**config.mk**
```make
export PLATFORM = sky130hd
export DESIGN_NAME = bhaskara_sine_approx
export DESIGN_NICKNAME = d
export VERILOG_FILES = /design/src/rtl/bsa_pkg.sv /design/src/rtl/bsa_prep.sv /design/src/rtl/bsa_div_cell.sv /design/src/rtl/bhaskara_sine_approx.sv
export SDC_FILE = /design/constraint.sdc
export NUM_CORES = 2
export LEC_CHECK = 0
export BUFFER_PORTS_ARGS = -buffer_cell sky130_fd_sc_hd__buf_2
export CORE_MARGIN = 4
export CORE_UTILIZATION = 69
export DETAILED_ROUTE_END_ITERATION = 10
export PLACE_DENSITY_LB_ADDON = 0.15
export SETUP_SLACK_MARGIN = 0.2
export SLEW_MARGIN = 20
export SYNTH_ARGS = -nofsm -noshare
export SYNTH_HDL_FRONTEND = slang
export SYNTH_SLANG_ARGS = --single-unit
```
**constraint.sdc**
```tcl
create_clock -name clk -period 12.1 [get_ports clk]
set_input_delay 1.21 -clock clk [delete_from_list [all_inputs] [get_ports clk]]
set_output_delay 1.21 -clock clk [all_outputs]
set_load 0.01 [all_outputs]
```
**src/rtl/bsa_pkg.sv**
```systemverilog
`timescale 1ns / 1ps
// ----------------------------------------------------------------------------
// bsa_pkg: shared types and constants of the Bhaskara sine block
// Fixed-point constants (pi = 3.14 in Q3.12), datapath widths and the
// control word that travels along the pipeline.
// ----------------------------------------------------------------------------
package bsa_pkg;

    localparam int ANGLE_W = 16;    // Q3.12 input angle
    localparam int SINE_W  = 16;    // Q1.14 result
    localparam int X_W     = 17;    // angle during range reduction
    localparam int A_W     = 14;    // |x| after reduction, at most pi
    localparam int T_W     = 26;    // x * (pi - x), Q2.24
    localparam int DEN_W   = 30;    // 5*pi^2 - 4t
    localparam int HALF_W  = 29;    // den / 2
    localparam int DVD_W   = 44;    // 16t * 2^14 + den/2
    localparam int QUO_W   = 15;    // quotient never exceeds one in Q14

    localparam logic signed [X_W-1:0] PI_S     = 17'sd12861;
    localparam logic signed [X_W-1:0] NEG_PI_S = -17'sd12861;
    localparam logic signed [X_W-1:0] TWO_PI_S = 17'sd25722;
    localparam logic [A_W-1:0]        PI_U     = 14'd12861;

    // 5 * 12861^2 is odd, so den/2 = (5*pi^2 - 1)/2 - 2t exactly
    localparam logic [DEN_W-1:0]  FIVE_PI2      = 30'd827026605;
    localparam logic [HALF_W-1:0] HALF_FIVE_PI2 = 29'd413513302;

    localparam logic [QUO_W-1:0] ONE_Q14 = 15'd16384;

    // Register stages: prep (3), one per quotient bit, output register
    localparam int PREP_STAGES = 3;
    localparam int LATENCY     = PREP_STAGES + QUO_W + 1;

    typedef struct packed {
        logic valid;
        logic neg;
    } bsa_ctl_t;

endpackage

```
**src/rtl/bsa_prep.sv**
```systemverilog
`timescale 1ns / 1ps
// ----------------------------------------------------------------------------
// bsa_prep: range reduction and numerator / denominator setup
// Three stages: reduce into (-pi, pi] and take |x|, multiply x*(pi-x),
// then form the rounded dividend and the divisor for the cell chain.
// ----------------------------------------------------------------------------
module bsa_prep (
    input  logic                          clk,
    input  logic                          rst_n,
    input  logic                          in_valid,
    input  logic [bsa_pkg::ANGLE_W-1:0]   angle,
    output bsa_pkg::bsa_ctl_t             ctl_out,
    output logic [bsa_pkg::DVD_W-1:0]     dvd_out,
    output logic [bsa_pkg::DEN_W-1:0]     den_out
);
    import bsa_pkg::*;

    logic signed [X_W-1:0] x_in;
    logic signed [X_W-1:0] x_red;
    logic signed [X_W-1:0] x_abs;
    logic [A_W-1:0]        a_next;
    logic [A_W-1:0]        a_reg;
    logic [2*A_W-1:0]      prod;
    logic [T_W-1:0]        t_next;
    logic [T_W-1:0]        t_reg;
    logic [DEN_W-1:0]      num;
    logic [HALF_W-1:0]     half_den;
    logic [DVD_W-1:0]      dvd_next;
    logic [DEN_W-1:0]      den_next;
    logic [DVD_W-1:0]      dvd_reg;
    logic [DEN_W-1:0]      den_reg;
    bsa_ctl_t              ctl1_next;
    bsa_ctl_t              ctl1_reg;
    bsa_ctl_t              ctl2_reg;
    bsa_ctl_t              ctl3_reg;

    // Reduce by one step of 2*pi, fold the sign off
    always_comb
    begin
        x_in = {angle[ANGLE_W-1], angle};
        if (x_in > PI_S)
            x_red = x_in - TWO_PI_S;
        else if (x_in <= NEG_PI_S)
            x_red = x_in + TWO_PI_S;
        else
            x_red = x_in;
        ctl1_next.valid = in_valid;
        ctl1_next.neg   = x_red[X_W-1];
        x_abs = x_red[X_W-1] ? -x_red : x_red;
        if (x_abs > PI_S)
            a_next = PI_U;
        else
            a_next = x_abs[A_W-1:0];
    end

    // t = a * (pi - a)
    always_comb
    begin
        prod   = {{A_W{1'b0}}, a_reg} * {{A_W{1'b0}}, PI_U - a_reg};
        t_next = prod[T_W-1:0];
    end

    // Dividend 16t * 2^14 + den/2, divisor 5pi^2 - 4t
    always_comb
    begin
        num      = {t_reg, 4'b0000};
        half_den = HALF_FIVE_PI2 - {2'b00, t_reg, 1'b0};
        den_next = FIVE_PI2 - {2'b00, t_reg, 2'b00};
        dvd_next = {num, {(DVD_W-DEN_W){1'b0}}} + {{(DVD_W-HALF_W){1'b0}}, half_den};
    end

    // Advance control words
    always_ff @(posedge clk or negedge rst_n)
    begin
        if (!rst_n)
        begin
            ctl1_reg <= '0;
            ctl2_reg <= '0;
            ctl3_reg <= '0;
        end
        else
        begin
            ctl1_reg <= ctl1_next;
            ctl2_reg <= ctl1_reg;
            ctl3_reg <= ctl2_reg;
        end
    end

    // Hold payload stages
    always_ff @(posedge clk)
    begin
        a_reg   <= a_next;
        t_reg   <= t_next;
        dvd_reg <= dvd_next;
        den_reg <= den_next;
    end

    assign ctl_out = ctl3_reg;
    assign dvd_out = dvd_reg;
    assign den_out = den_reg;

endmodule

```
**src/rtl/bsa_div_cell.sv**
```systemverilog
`timescale 1ns / 1ps
// ----------------------------------------------------------------------------
// bsa_div_cell: one restoring-division cell
// Resolves one quotient bit: subtract the shifted divisor when it fits,
// then hand remainder, divisor and quotient to the next cell.
// ----------------------------------------------------------------------------
module bsa_div_cell #(
    parameter int SHIFT = 0
) (
    input  logic                          clk,
    input  logic                          rst_n,
    input  bsa_pkg::bsa_ctl_t             ctl_in,
    input  logic [bsa_pkg::DVD_W-1:0]     rem_in,
    input  logic [bsa_pkg::DEN_W-1:0]     den_in,
    input  logic [bsa_pkg::QUO_W-1:0]     quo_in,
    output bsa_pkg::bsa_ctl_t             ctl_out,
    output logic [bsa_pkg::DVD_W-1:0]     rem_out,
    output logic [bsa_pkg::DEN_W-1:0]     den_out,
    output logic [bsa_pkg::QUO_W-1:0]     quo_out
);
    import bsa_pkg::*;

    logic [DVD_W-1:0] den_sh;
    logic             fits;
    logic [DVD_W-1:0] rem_next;
    logic [QUO_W-1:0] quo_next;
    bsa_ctl_t         ctl_reg;
    logic [DVD_W-1:0] rem_reg;
    logic [DEN_W-1:0] den_reg;
    logic [QUO_W-1:0] quo_reg;

    // Trial subtract of the divisor at this bit weight
    always_comb
    begin
        den_sh   = {{(DVD_W-DEN_W){1'b0}}, den_in} << SHIFT;
        fits     = (rem_in >= den_sh);
        rem_next = fits ? (rem_in - den_sh) : rem_in;
        quo_next = quo_in;
        quo_next[SHIFT] = fits;
    end

    always_ff @(posedge clk or negedge rst_n)
    begin
        if (!rst_n)
            ctl_reg <= '0;
        else
            ctl_reg <= ctl_in;
    end

    always_ff @(posedge clk)
    begin
        rem_reg <= rem_next;
        den_reg <= den_in;
        quo_reg <= quo_next;
    end

    assign ctl_out = ctl_reg;
    assign rem_out = rem_reg;
    assign den_out = den_reg;
    assign quo_out = quo_reg;

endmodule

```
**src/rtl/bhaskara_sine_approx.sv**
```systemverilog
`timescale 1ns / 1ps
// ----------------------------------------------------------------------------
// bhaskara_sine_approx: Bhaskara I sine approximation, Q3.12 in, Q1.14 out
//
//   channel   signals                  direction  width
//   command   start, busy, angle       in/out     16 signed
//   result    done, sine_value         out        16 signed
//
// One word is taken every cycle; busy is never raised.
// Each result passes through 3 setup stages, a chain of 15 division cells
// (one quotient bit each) and one output stage.
// Reset clears every valid flag in the pipeline; words in flight are lost.
// The result is shown for one cycle with done; the receiver cannot stall.
// ----------------------------------------------------------------------------
module bhaskara_sine_approx (
    input  logic                          clk,
    input  logic                          rst_n,
    input  logic                          start,
    output logic                          busy,
    input  logic [bsa_pkg::ANGLE_W-1:0]   angle,
    output logic                          done,
    output logic [bsa_pkg::SINE_W-1:0]    sine_value
);
    import bsa_pkg::*;

    bsa_ctl_t         chain_ctl [QUO_W+1];
    logic [DVD_W-1:0] chain_rem [QUO_W+1];
    logic [DEN_W-1:0] chain_den [QUO_W+1];
    logic [QUO_W-1:0] chain_quo [QUO_W+1];

    logic [QUO_W-1:0]  q_sat;
    logic [SINE_W-1:0] sine_next;
    logic [SINE_W-1:0] sine_reg;
    logic              done_reg;

    assign busy = 1'b0;

    // Reduce, multiply and set up the division
    bsa_prep u_prep (
        .clk      (clk),
        .rst_n    (rst_n),
        .in_valid (start & ~busy),
        .angle    (angle),
        .ctl_out  (chain_ctl[0]),
        .dvd_out  (chain_rem[0]),
        .den_out  (chain_den[0])
    );

    assign chain_quo[0] = '0;

    // Division cells, most significant quotient bit first
    for (genvar j = 0; j < QUO_W; j++)
    begin : g_cell
        bsa_div_cell #(
            .SHIFT (QUO_W - 1 - j)
        ) u_cell (
            .clk     (clk),
            .rst_n   (rst_n),
            .ctl_in  (chain_ctl[j]),
            .rem_in  (chain_rem[j]),
            .den_in  (chain_den[j]),
            .quo_in  (chain_quo[j]),
            .ctl_out (chain_ctl[j+1]),
            .rem_out (chain_rem[j+1]),
            .den_out (chain_den[j+1]),
            .quo_out (chain_quo[j+1])
        );
    end

    // Clamp to one and apply the sign
    always_comb
    begin
        q_sat = (chain_quo[QUO_W] > ONE_Q14) ? ONE_Q14 : chain_quo[QUO_W];
        if (chain_ctl[QUO_W].neg)
            sine_next = -{{(SINE_W-QUO_W){1'b0}}, q_sat};
        else
            sine_next = {{(SINE_W-QUO_W){1'b0}}, q_sat};
    end

    always_ff @(posedge clk or negedge rst_n)
    begin
        if (!rst_n)
            done_reg <= 1'b0;
        else
            done_reg <= chain_ctl[QUO_W].valid;
    end

    always_ff @(posedge clk)
    begin
        sine_reg <= sine_next;
    end

    assign done       = done_reg;
    assign sine_value = sine_reg;

endmodule

```
Word level (Yosys, flattened, before mapping)
Cells that the tools add are included.
{"block": "totals", "ff_bits": 1323, "input_bits": 19, "wordCells": 147, "out_inout_bits": 18}
{"block": "op_classes", "add_sub_neg": 22, "mux": 19, "n_lt_le_gt_ge": 19, "multipliers": 1}
{"operator": "44-bit two-way mux", "count": 14}
{"operator": "17-bit two-way mux", "count": 3}
{"operator": "44-bit by 29-bit adder with 44-bit output", "count": 1}
{"operator": "44-bit by 30-bit greater-or-equal comparator with 1-bit output", "count": 1}
{"operator": "44-bit by 31-bit greater-or-equal comparator with 1-bit output", "count": 1}
{"operator": "44-bit by 32-bit greater-or-equal comparator with 1-bit output", "count": 1}
{"operator": "44-bit by 33-bit greater-or-equal comparator with 1-bit output", "count": 1}
{"operator": "44-bit by 34-bit greater-or-equal comparator with 1-bit output", "count": 1}
{"operator": "44-bit by 35-bit greater-or-equal comparator with 1-bit output", "count": 1}
{"operator": "44-bit by 36-bit greater-or-equal comparator with 1-bit output", "count": 1}
{"operator": "44-bit by 37-bit greater-or-equal comparator with 1-bit output", "count": 1}
{"operator": "44-bit by 38-bit greater-or-equal comparator with 1-bit output", "count": 1}
{"operator": "44-bit by 39-bit greater-or-equal comparator with 1-bit output", "count": 1}
{"operator": "44-bit by 40-bit greater-or-equal comparator with 1-bit output", "count": 1}
{"operator": "44-bit by 41-bit greater-or-equal comparator with 1-bit output", "count": 1}
{"operator": "44-bit by 42-bit greater-or-equal comparator with 1-bit output", "count": 1}
{"operator": "44-bit by 43-bit greater-or-equal comparator with 1-bit output", "count": 1}
{"operator": "44-bit greater-or-equal comparator", "count": 1}
{"operator": "44-bit by 31-bit subtractor with 44-bit output", "count": 1}
{"operator": "44-bit by 32-bit subtractor with 44-bit output", "count": 1}
{"operator": "44-bit by 33-bit subtractor with 44-bit output", "count": 1}
{"operator": "44-bit by 34-bit subtractor with 44-bit output", "count": 1}
{"operator": "44-bit by 35-bit subtractor with 44-bit output", "count": 1}
{"operator": "44-bit by 36-bit subtractor with 44-bit output", "count": 1}
{"operator": "other kinds (21)", "count": 22}

Logic depth before layout (Yosys ltp)
{"block": "depth", "word_depth": 6, "depth_mapped": 29, "mapped_depth_nobuf": 28}

Hierarchy
A second synthesis with hierarchy kept.
{"block": "unflattened", "cells_unflattened": 8236, "area_unflattened_um2": 75708.9}
{"module": "bsa_prep", "instances": 1, "area_each_um2": 11447.2, "seq_area_each_um2": 1951.9, "cells_each": 1251}
{"module": "bsa_div_cell (g_cell[12].u_cell)", "instances": 1, "area_each_um2": 4439.3, "seq_area_each_um2": 1831.8, "cells_each": 478}
{"module": "bsa_div_cell (g_cell[11].u_cell)", "instances": 1, "area_each_um2": 4434.3, "seq_area_each_um2": 1831.8, "cells_each": 503}
{"module": "bsa_div_cell (g_cell[9].u_cell)", "instances": 1, "area_each_um2": 4430.5, "seq_area_each_um2": 1831.8, "cells_each": 500}
{"module": "bsa_div_cell (g_cell[14].u_cell)", "instances": 1, "area_each_um2": 4413.0, "seq_area_each_um2": 1831.8, "cells_each": 510}
{"module": "bsa_div_cell (g_cell[13].u_cell)", "instances": 1, "area_each_um2": 4329.2, "seq_area_each_um2": 1831.8, "cells_each": 489}
{"module": "bsa_div_cell (g_cell[6].u_cell)", "instances": 1, "area_each_um2": 4255.3, "seq_area_each_um2": 1831.8, "cells_each": 435}
{"module": "bsa_div_cell (g_cell[7].u_cell)", "instances": 1, "area_each_um2": 4252.8, "seq_area_each_um2": 1831.8, "cells_each": 473}
{"module": "bsa_div_cell (g_cell[8].u_cell)", "instances": 1, "area_each_um2": 4187.8, "seq_area_each_um2": 1831.8, "cells_each": 461}
{"module": "bsa_div_cell (g_cell[5].u_cell)", "instances": 1, "area_each_um2": 4166.5, "seq_area_each_um2": 1831.8, "cells_each": 428}
{"module": "bsa_div_cell (g_cell[10].u_cell)", "instances": 1, "area_each_um2": 4144.0, "seq_area_each_um2": 1831.8, "cells_each": 462}
{"module": "bsa_div_cell (g_cell[0].u_cell)", "instances": 1, "area_each_um2": 4107.7, "seq_area_each_um2": 1831.8, "cells_each": 405}
{"module": "bsa_div_cell (g_cell[3].u_cell)", "instances": 1, "area_each_um2": 4087.7, "seq_area_each_um2": 1831.8, "cells_each": 449}
{"module": "bsa_div_cell (g_cell[4].u_cell)", "instances": 1, "area_each_um2": 4062.6, "seq_area_each_um2": 1831.8, "cells_each": 428}
{"module": "+3 rows"}

Worst setup path before layout
No wires, ideal clock.
{"block": "synth_path", "path_kind": "reg2reg", "startpoint": "reg u_prep.a_reg[2]", "endpoint": "reg u_prep.t_reg[25]", "required_ns": 12.028, "t_arrival_ns": 7.164, "path_slack_ns": 4.864, "setup_time_ns": 0.072, "n_path_buf": 1, "synth_period_minus_slack_ns": 7.236, "path_stages_with_launch": 30, "cell_sequence": "dfxtp_1 > ha_1 > and3_1 > a2111o_1 > nand2_1 > nand2_1 > nand2_1 > xor2_1 > clkbuf_1 > nand2_1 > fa_1 > fa_1 > inv_1 > fa_1 > fa_1 > fa_1 > inv_1 > fa_1 > inv_1 > ha_1 > a21o_1 > a21o_1 > a21o_1 > a21o_1 > a21oi_1 > o221ai_1 > o41ai_1 > o21bai_1 > a21oi_1 > xnor2_1"}
{"block": "synth_via", "elab_chain_cells": 2}
{"element": "start: declaration", "line": "bsa_prep.sv:22", "text": "logic [A_W-1:0] a_reg;"}
{"element": "start signal: assignment", "line": "bsa_prep.sv:92", "text": "a_reg <= a_next;"}
{"element": "14-bit subtractor", "line": "bsa_prep.sv:59", "text": "prod = {{A_W{1'b0}}, a_reg} * {{A_W{1'b0}}, PI_U - a_reg};"}
{"element": "14-bit by 14-bit multiplier with 26-bit output *", "line": "bsa_prep.sv:59"}
{"element": "named net u_prep.prod[25]", "line": "bsa_prep.sv:23", "text": "logic [2*A_W-1:0] prod;"}
{"element": "end signal: assignment", "line": "bsa_prep.sv:93", "text": "t_reg <= t_next;"}
{"element": "end: declaration", "line": "bsa_prep.sv:25", "text": "logic [T_W-1:0] t_reg;"}
The timed path passes the listed nets; every way through them passes the cells marked *.
A chain may end at the register's enable or synchronous reset.

Final worst setup path
{"block": "layout_path", "startpoint": "reg u_prep.a_reg[1]", "endpoint": "reg u_prep.t_reg[25]"}
Same word-level chain as after synthesis.

==> results.sh <==
export IMPL_netlist_top_cells_area="dfxtp_1, ha_1, fa_1, inv_1, xnor2_1"
export IMPL_async_flop_share=0.03251
export IMPL_netlist_instances=6225
export IMPL_dominantRegCellSynth="dfxtp_1"
export IMPL_port_buffers=35
export IMPL_ctsRootBufferMaster="clkbuf_16"
export IMPL_grt_pass1_wl_mm=202.4
export IMPL_vias_per_cell=5.716
export IMPL_timing_rr_end="u_prep.t_reg[25]"
export IMPL_globalplace_congestion=0.9979
export IMPL_drt_initial_drc_count=2721
export IMPL_ys_ff_latch=1138
export IMPL_clk_pin_slew_ns=0.07
export IMPL_die_area_sq_um=88030
export IMPL_synth_compound_area_share=0.1591
export IMPL_crit_path_top_delay_cell="dfxtp_1"
export IMPL_skew_ns=0.05812
export IMPL_grt_max_degree=56
export IMPL_arrival_ns=8.97
export IMPL_synth_top_family_by_area="adder cells"
export IMPL_numCtsBuffers=113
export IMPL_vias=42470
export IMPL_setup_violations=0
export IMPL_hold_ws_ns=0.3129
export IMPL_rr_worst_depth=28
export IMPL_wl_per_cell_um=16.71
export IMPL_first_pass_iters=6
export IMPL_cts_tree="yes"
export IMPL_r2r_slack_ns=3.67
export IMPL_hold_class="flop to flop"
export IMPL_cp_max_fo=25
export IMPL_ctsResizeCount=0
export IMPL_drive_gt1_frac=0.05850
export IMPL_die_w_um=296.7
export IMPL_n_fill_cell=5737
export IMPL_yosys_area_share_simple=0.1336
export IMPL_initial_utilization=0.6982
export IMPL_rsz0062_at_grt="false"
export IMPL_die_h_um=296.7
export IMPL_syn_nets=6894
export IMPL_antenna_cells=0
export IMPL_crit_path_max_incr_delay_ns=0.92
export IMPL_r2r_start="u_prep.a_reg[1]"
export IMPL_largest_register_ffs=511
export IMPL_ctsHoldBuffers=0
export IMPL_synth_yosys_seq_area_share=0.3994
export IMPL_setup_tns_ns=0
export IMPL_period_share=0.6964
export IMPL_cap_violations=0
export IMPL_min_from="g_cell[8].u_cell.den_out[3]"
export IMPL_cp_common_cell="fa_1"
export IMPL_grt_overflow=0
export IMPL_relSlewSlack=0.2860
export IMPL_cts_setup_buffers=0
export IMPL_synthAdderAreaFrac=0.1598
export IMPL_syn_area_sq_um=57510
export IMPL_crit_required_ns=12.65
export IMPL_min_path_cells=0
export IMPL_path_class="flop to flop"
export IMPL_worst_pin_slew_ns=1.071
export IMPL_yosysTopAreaCell="dfxtp_1"
export IMPL_std_cell_rows=105
export IMPL_ant_nets=0
export IMPL_syn_area_per_cell_sq_um=9.238
export IMPL_core_sq_um=82370
export IMPL_synth_xor_area_frac=0.07828
export IMPL_worst_setup_path_end_kind="flop"
export IMPL_synth_cell_types=96
export IMPL_clockBufferDepth=3
export IMPL_synth_edf_count=0
export IMPL_status="complete, no violations"
export IMPL_grt_use_total=0.2806
export IMPL_slew_viol_final=0
export IMPL_io_pins=37
export IMPL_final_min_clock_period_ns=8.427
export IMPL_yosysWarnings=0
export IMPL_antenna_found_initial=2
export IMPL_startpoint_type="flop"
export IMPL_clock_latency_ns=0.69
export IMPL_clock_fmax_ghz=0.1187
export IMPL_syn_to_final_growth_pct=9.153
export IMPL_synth_mux_area_frac=0.01595
export IMPL_cts_sinks=1138
export IMPL_drc=0
export IMPL_worstHoldEndpoint="g_cell[9].u_cell.den_out[3]"
export IMPL_grt_pass1_vias=41830
export IMPL_nNetsFinal=6930
export IMPL_htree_levels=3
export IMPL_hpwl_mm=95.05
export IMPL_hold_viol=0
export IMPL_routed_wl_mm=124.2
export IMPL_yosysTopAreaCellShare=0.3833
-- synthesized netlist by cell type (11+ instances only) --
cell type / n
dfxtp_1: 1101
or2_2: 25
xnor2_1: 285
nor2_1: 403
o21ai_0: 355
nand2_1: 438
nand2b_1: 151
clkbuf_1: 107
o31ai_1: 42
a211oi_1: 37
a21o_1: 211
dfrtp_1: 37
nor2b_1: 116
or3_1: 31
o221ai_1: 13
nand3_1: 65
a31oi_1: 29
nor4_1: 37
o21bai_1: 55
inv_1: 674
nand3b_1: 13
o41ai_1: 12
o211ai_1: 25
nor3_1: 95
or4_1: 17
ha_1: 509
a2111oi_0: 14
and2_1: 42
o31a_1: 15
a41oi_1: 11
mux2_2: 62
mux2i_1: 17
and3_1: 31
xor2_1: 229
a21oi_1: 457
o21a_1: 63
nand4_1: 48
fa_1: 141
-- cell families (layout without fill, tap and decap cells) --
| logic type | Yosys count | after routing |
|---|---|---|
| AOI/OAI and AO/OA | 1464 | 1464 |
| DFF | 1138 | 1138 |
| other | 1 | 1 |
| and+or+nand+nor | 1567 | 1567 |
| buffers and inverters | 809 | 943 |
| adders and majority gates | 650 | 650 |
| muxes | 82 | 82 |
| xor gates and xnor gates | 514 | 514 |
-- per-stage QoR --
| stage | setup slack, ns | cell area [sq um] | std cells | utilization |
|---|---|---|---|---|
| after floorplan | 4.864 | 57510 | 6225 | - |
| after global placement | 3.814 | 58670 | 7216 | 0.7123 |
| after detailed placement | 3.700 | 58670 | 7216 | 0.7123 |
| after CTS | 3.686 | 62770 | 7429 | 0.7620 |
| after global routing | 3.049 | 62770 | 7429 | 0.7621 |
| final | 3.673 | 62770 | 7429 | 0.7621 |
-- layout by cell type, fill, tap and decap left out, drive strengths merged, types with 63 or more instances in the layout --
cell       n
a21o     211
a21oi    457
clkbuf   153
dfxtp   1101
fa       141
ha       509
inv      684
mux2      64
nand2    438
nand2b   153
nand3     66
nor2     403
nor2b    116
nor3      95
o21a      63
o21ai    364
xnor2    285
xor2     229
-- worst max-delay path by stage --
| stage | end | start |
|---|---|---|
| after global routing | u_prep.t_reg[25] | u_prep.a_reg[1] |
| after global placement | u_prep.t_reg[25] | u_prep.a_reg[1] |
| after floorplan | u_prep.t_reg[25] | u_prep.a_reg[2] |
| final | u_prep.t_reg[25] | u_prep.a_reg[1] |
| after detailed placement | u_prep.t_reg[25] | u_prep.a_reg[1] |
| after CTS | u_prep.t_reg[25] | u_prep.a_reg[1] |
-- worst max-delay path, delay by kind of cell (launching register included) --
kind / cells / cell delay, ns
xor+xnor: 2 / 0.74
compound gates: 10 / 2.00
buf+inv: 3 / 0.15
flops: 1 / 0.92
simple gates: 5 / 0.66
fa+ha+maj: 8 / 3.85
-- final cells by class --
cell class / instances / area [sq um] / share of cell area
timing repair buffer: 51 / 295.3 / 0.004704
sequential: 1138 / 22970 / 0.3659
multi-input combinational: 4278 / 31520 / 0.5022
clock inverter: 60 / 900.9 / 0.01435
inverter: 679 / 2549 / 0.04060
tap: 1070 / 1339 / 0.02133
clock buffer: 153 / 3198 / 0.05095
-- metal layers --
metal,GRT usage,share of wire
met4,0.1352,0.049
met2,0.5117,0.50
met1,0.3286,0.41
met5,0,0
met3,0.03337,0.037
Power is not shown: default switching activity piles up to over one toggle a cycle in this logic, so the estimate is an artifact.
